File: config.mk
export PLATFORM = sky130hd
export DESIGN_NAME = fbc_plane_eval
export DESIGN_NICKNAME = d
export VERILOG_FILES = /design/src/rtl/core/fbc_pkg.sv /design/src/rtl/core/fbc_plane_eval.sv
export SDC_FILE = /design/constraint.sdc
export NUM_CORES = 2
export LEC_CHECK = 0
export BUFFER_PORTS_ARGS = -buffer_cell sky130_fd_sc_hd__buf_2
export CORE_MARGIN = 1
export CORE_UTILIZATION = 40
export DETAILED_ROUTE_END_ITERATION = 10
export PLACE_DENSITY_LB_ADDON = 0.15
export SETUP_SLACK_MARGIN = 0.05
export SYNTH_ARGS = -nofsm -noshare
export SYNTH_HDL_FRONTEND = slang
export SYNTH_SLANG_ARGS = --single-unit
File: constraint.sdc
create_clock -name clk -period 11.22 [get_ports clk]
set_input_delay 1.683 -clock clk [delete_from_list [all_inputs] [get_ports clk]]
set_output_delay 1.683 -clock clk [all_outputs]
set_load 0.03 [all_outputs]
File: src/rtl/core/fbc_pkg.sv
`timescale 1ns / 1ps
// Shared types and constants for the frustum box cull block.
// No dependencies; compiled first.
package fbc_pkg;

  localparam int NUM_PLANES    = 6;
  localparam int COORD_WIDTH_D = 16;
  localparam int NORM_W        = 16;  // Q1.14 normal components and integer offset
  localparam int FRAC_BITS     = 14;
  localparam int CFG_DATA_W    = 64;
  localparam int CFG_ADDR_W    = 6;   // six 64-bit registers at 8-byte spacing
  localparam int CFG_IDX_W     = 3;
  localparam int CFG_IDX_LSB   = 3;
  localparam int VERDICT_W     = 2;

  localparam logic [VERDICT_W-1:0] VERDICT_OUTSIDE  = 2'd0;
  localparam logic [VERDICT_W-1:0] VERDICT_INSIDE   = 2'd1;
  localparam logic [VERDICT_W-1:0] VERDICT_CROSSING = 2'd2;

  // Register layout: nx [15:0], ny [31:16], nz [47:32], d [63:48].
  typedef struct packed {
    logic signed [NORM_W-1:0] d;
    logic signed [NORM_W-1:0] nz;
    logic signed [NORM_W-1:0] ny;
    logic signed [NORM_W-1:0] nx;
  } plane_t;

  // Per-plane test outcome handed from a plane unit to the verdict stage.
  typedef struct packed {
    logic far_neg;   // box fully behind the plane
    logic near_neg;  // near corner behind the plane; box straddles it unless far_neg
  } plane_hit_t;

endpackage

File: src/rtl/core/fbc_plane_eval.sv
`timescale 1ns / 1ps
// One plane of the cull test: corner select and multiply, then sum and sign.
// Depends on fbc_pkg. Two register stages, each with its own load enable.
module fbc_plane_eval #(
  parameter int COORD_WIDTH = fbc_pkg::COORD_WIDTH_D
) (
  input  logic                           clk,
  input  logic                           en_mul,
  input  logic                           en_sum,
  input  fbc_pkg::plane_t                plane,
  input  logic signed [COORD_WIDTH-1:0]  lo [3],
  input  logic signed [COORD_WIDTH-1:0]  hi [3],
  output fbc_pkg::plane_hit_t            hit
);
  import fbc_pkg::*;

  localparam int PROD_W = NORM_W + COORD_WIDTH;
  localparam int OFS_W  = NORM_W + FRAC_BITS;
  localparam int DIST_W = ((PROD_W > OFS_W) ? PROD_W : OFS_W) + 2;

  logic signed [NORM_W-1:0]      nrm      [3];
  logic signed [COORD_WIDTH-1:0] far_c    [3];
  logic signed [COORD_WIDTH-1:0] near_c   [3];
  logic signed [PROD_W-1:0]      prod_far [3];
  logic signed [PROD_W-1:0]      prod_near[3];
  logic signed [DIST_W-1:0]      ofs;
  logic signed [DIST_W-1:0]      dist_far;
  logic signed [DIST_W-1:0]      dist_near;

  assign nrm[0] = plane.nx;
  assign nrm[1] = plane.ny;
  assign nrm[2] = plane.nz;

  // Far corner is the one furthest along the normal; zero counts as positive.
  always_comb begin
    for (int a = 0; a < 3; a++) begin
      far_c[a]  = nrm[a][NORM_W-1] ? lo[a] : hi[a];
      near_c[a] = nrm[a][NORM_W-1] ? hi[a] : lo[a];
    end
  end

  always_ff @(posedge clk) begin
    if (en_mul) begin
      for (int a = 0; a < 3; a++) begin
        prod_far[a]  <= PROD_W'(nrm[a]) * PROD_W'(far_c[a]);
        prod_near[a] <= PROD_W'(nrm[a]) * PROD_W'(near_c[a]);
      end
    end
  end

  assign ofs = DIST_W'(plane.d) <<< FRAC_BITS;

  assign dist_far  = DIST_W'(prod_far[0]) + DIST_W'(prod_far[1])
                   + DIST_W'(prod_far[2]) + ofs;
  assign dist_near = DIST_W'(prod_near[0]) + DIST_W'(prod_near[1])
                   + DIST_W'(prod_near[2]) + ofs;

  always_ff @(posedge clk) begin
    if (en_sum) begin
      hit.far_neg  <= dist_far[DIST_W-1];
      hit.near_neg <= dist_near[DIST_W-1];
    end
  end

endmodule

==> flow_summary_export.csv <==
group,metric,value,unit
global_routing,grt_pass1_vias,52380,
synthesis,synth_edf_count,194,
die,die_area,174300,sq um
synthesis,syn_avg_cell_area,9.746,sq um
synthesis,synthCells,7085,
die,placementRows,152,
layout,multi_input_area,55810,sq um
sta,rsz0062_at_grt,"false",
sta,skew,0.01668,ns
sta,fin_crit_sh,82.46,%
sta,max_freq,108.1,MHz
drt,routed_wl,190600,um
clock_tree,clock_latency,0.50,ns
clock_tree,clk_pin_slew_worst_paths,0.10,ns
die,die_x,417.5,um
layout,final_cell_mix,"inv_1 (1723), fa_1 (1672), nand2_1 (740)",
layout,mostFrequentLayoutCell,"inv_1",
layout,fillers,16960,
worst_hold_path,hp-start,"prod_near[0][84]$_DFFE_PP_",
synthesis,synth_seq_cells,194,
drt,drc,0,
drt,ant_nets,0,
clock_tree,cts.sinks,194,
clock_tree,post_cts_buffers,0,
run_status,status,"completed",
synthesis,synth_cell_types,73,
critical_path,cp-end-kind,"flip-flop",
clock_tree,cts.htree.levels,4,
synthesis,yosysSeqAreaShare,8.437,%
sta,worst_pin_slew,1.222,ns
synthesis,netlist_area,69050,sq um
sta,slew_viol_final,0,
drt,vias_per_cell,5.003,
synthesis,synthArstFlopShare,0,%
layout,fin_nets,9497,
drt,dr_total_vias,47100,
sta,setup_viol_count_final,0,
critical_path,cp-start-kind,"primary input",
clock_tree,cts_made_buffers,17,
job,drv_cap,0,
critical_path,crit_arrival,9.51,ns
place,dpl.hpwl,158900,um
worst_hold_path,hold_end,"hit[0]$_DFFE_PP_",
die,start_util,40.25,%
layout,seq_area,5826,sq um
drt,dr.pass1.iters,8,
worst_hold_path,hold_depth,7,
synthesis,synth-main-ff-cell,"edfxtp_1",
sta,finalHoldViolations,0,
sta,setup_tns,0,ns
critical_path,path_class,"in2reg",
synthesis,ys_warn_count,0,
clock_tree,cts_root_buffer,"clkbuf_16",
die,design.core.area,171500,sq um
die,die_h,417.5,um
drt,drtIter0Drc,2473,
global_routing,grt_pass1_wl,308800,um
critical_path,r2r-end,"hit[1]$_DFFE_PP_",
clock_tree,cts_resized,0,
drt,wl_per_cell,20.24,um
global_routing,track_usage,23.12,%
layout,layout-drive-gt1-share,4.438,%
clock_tree,cts_tree,"built",
critical_path,ff2ff_path_depth,11,
global_routing,grt_max_degree,108,
global_routing,antenna_found_initial,14,
critical_path,r2r_slack,7.13,ns
synthesis,syn_nets,9498,
clock_tree,clockBufferDepth,2,
clock_tree,cts_hold_buffers,0,
worst_hold_path,hold_path_class,"reg2reg",
critical_path,path_max_fanout,16,
sta,slew_headroom,17.94,%
place,gp_congestion,0.8816,
global_routing,grt_overflow,0,
die,io_pins,165,
sta,period_minus_slack,9.252,ns
layout,area_growth,5.735,%
place,io_buffers,164,
critical_path,cp.required,11.48,ns
critical_path,rr_startpoint,"prod_far[0][58]$_DFFE_PP_",
cell type report:
| type | instances | share of cell area (%) |
|---|---|---|
| Clock buffer | 17 | 0.5827 |
| Sequential cell | 194 | 7.979 |
| Clock inverter | 15 | 0.3085 |
| Multi-Input combinational cell | 4913 | 76.44 |
| Tap cell | 2310 | 3.959 |
| Inverter | 1726 | 8.874 |
| Timing Repair Buffer | 232 | 1.835 |
| Antenna cell | 7 | 0.02399 |
worst max path at each step:
stage,cells past startpoint,start,slack (ns),end
after floorplan,27,plane[31],2.72,prod_far[0][62]$_DFFE_PP_
after global placement,25,plane[47],1.67,prod_near[0][95]$_DFFE_PP_
after global routing,24,plane[47],1.61,prod_near[0][95]$_DFFE_PP_
after CTS,24,plane[47],2.16,prod_near[0][95]$_DFFE_PP_
final,25,plane[47],1.97,prod_near[0][95]$_DFFE_PP_
after detailed placement,24,plane[47],1.65,prod_near[0][95]$_DFFE_PP_
Yosys cell counts (all sizes together) (24+ instances only):
master | number | area share (%)
or2 | 29 | 0.26
ha | 578 | 10
nor2b | 387 | 3.5
xnor2 | 158 | 2.0
nand3 | 37 | 0.27
nor3 | 50 | 0.36
a21oi | 152 | 1.1
o21ai | 91 | 0.66
and2 | 369 | 3.3
nor2 | 155 | 0.84
fa | 1672 | 48
o21bai | 24 | 0.26
edfxtp | 194 | 8.4
xor2 | 38 | 0.48
nand2b | 49 | 0.44
inv | 1723 | 9.4
a21o | 146 | 1.6
clkbuf | 240 | 1.3
nand2 | 740 | 4.0
per-stage QoR:
step	util (%)	hold slack (ns)	area (sq um)	std cells	setup WS, ns
after floorplan	-	0.9741	69050	7085	2.718
final	42.56	1.303	73010	9414	1.968
after global routing	42.55	1.390	73000	9410	1.610
after global placement	42.17	1.275	72340	9375	1.670
after detailed placement	42.17	1.306	72340	9375	1.649
after CTS	42.55	1.313	72990	9407	2.164
cells by family (layout without fill, tap and decap cells):
| group | count (synthesis) | after routing | share of synthesized area [%] |
|---|---|---|---|
| XOR/XNOR | 196 | 196 | 2.486 |
| multiplexers | 8 | 8 | 0.1160 |
| flip-flops | 194 | 194 | 8.437 |
| other | 0 | 7 | 0 |
| AND/OR/NAND/NOR | 1891 | 1891 | 13.83 |
| buffers and inverters | 1978 | 1990 | 10.75 |
| adder cells (fa/ha/maj) | 2250 | 2250 | 58.95 |
| AO/OA/AOI/OAI | 568 | 568 | 5.434 |
registers in the layout (all words and copies together), names as in the netlist:
register,cells
prod_near,96
hit,2
prod_far,96
worst max-delay path, stage by stage:
cell and delay [ns]:
buf_2 0.09, clkinv_1 0.37, buf_4 0.38, a21boi_1 0.33, buf_4 0.34, nor2b_1 0.10
fa_1 0.51, inv_1 0.05, fa_1 0.47, inv_1 0.05, fa_1 0.50, fa_1 0.51
fa_1 0.50, inv_1 0.05, fa_1 0.48, inv_1 0.05, ha_1 0.33, a211oi_1 0.25
nor2_1 0.12, o31ai_1 0.33, a31oi_1 0.28, o21ai_0 0.73, a211oi_1 0.29, o211a_1 0.27
nor3_1 0.40
layer usage:
layer  vias to the layer above  GRT usage, %  part of all wire (%)
li1                      21100             -                     -
met1                     24830         32.29                    45
met2                       996         38.81                    49
met3                       177         2.135                   3.9
met4                         2         5.557                   2.5
met5                         -             0                0.0068
Power is left out: the tool's default activity adds up to more than one toggle a clock period on the data nets, which glitch-free logic cannot reach.
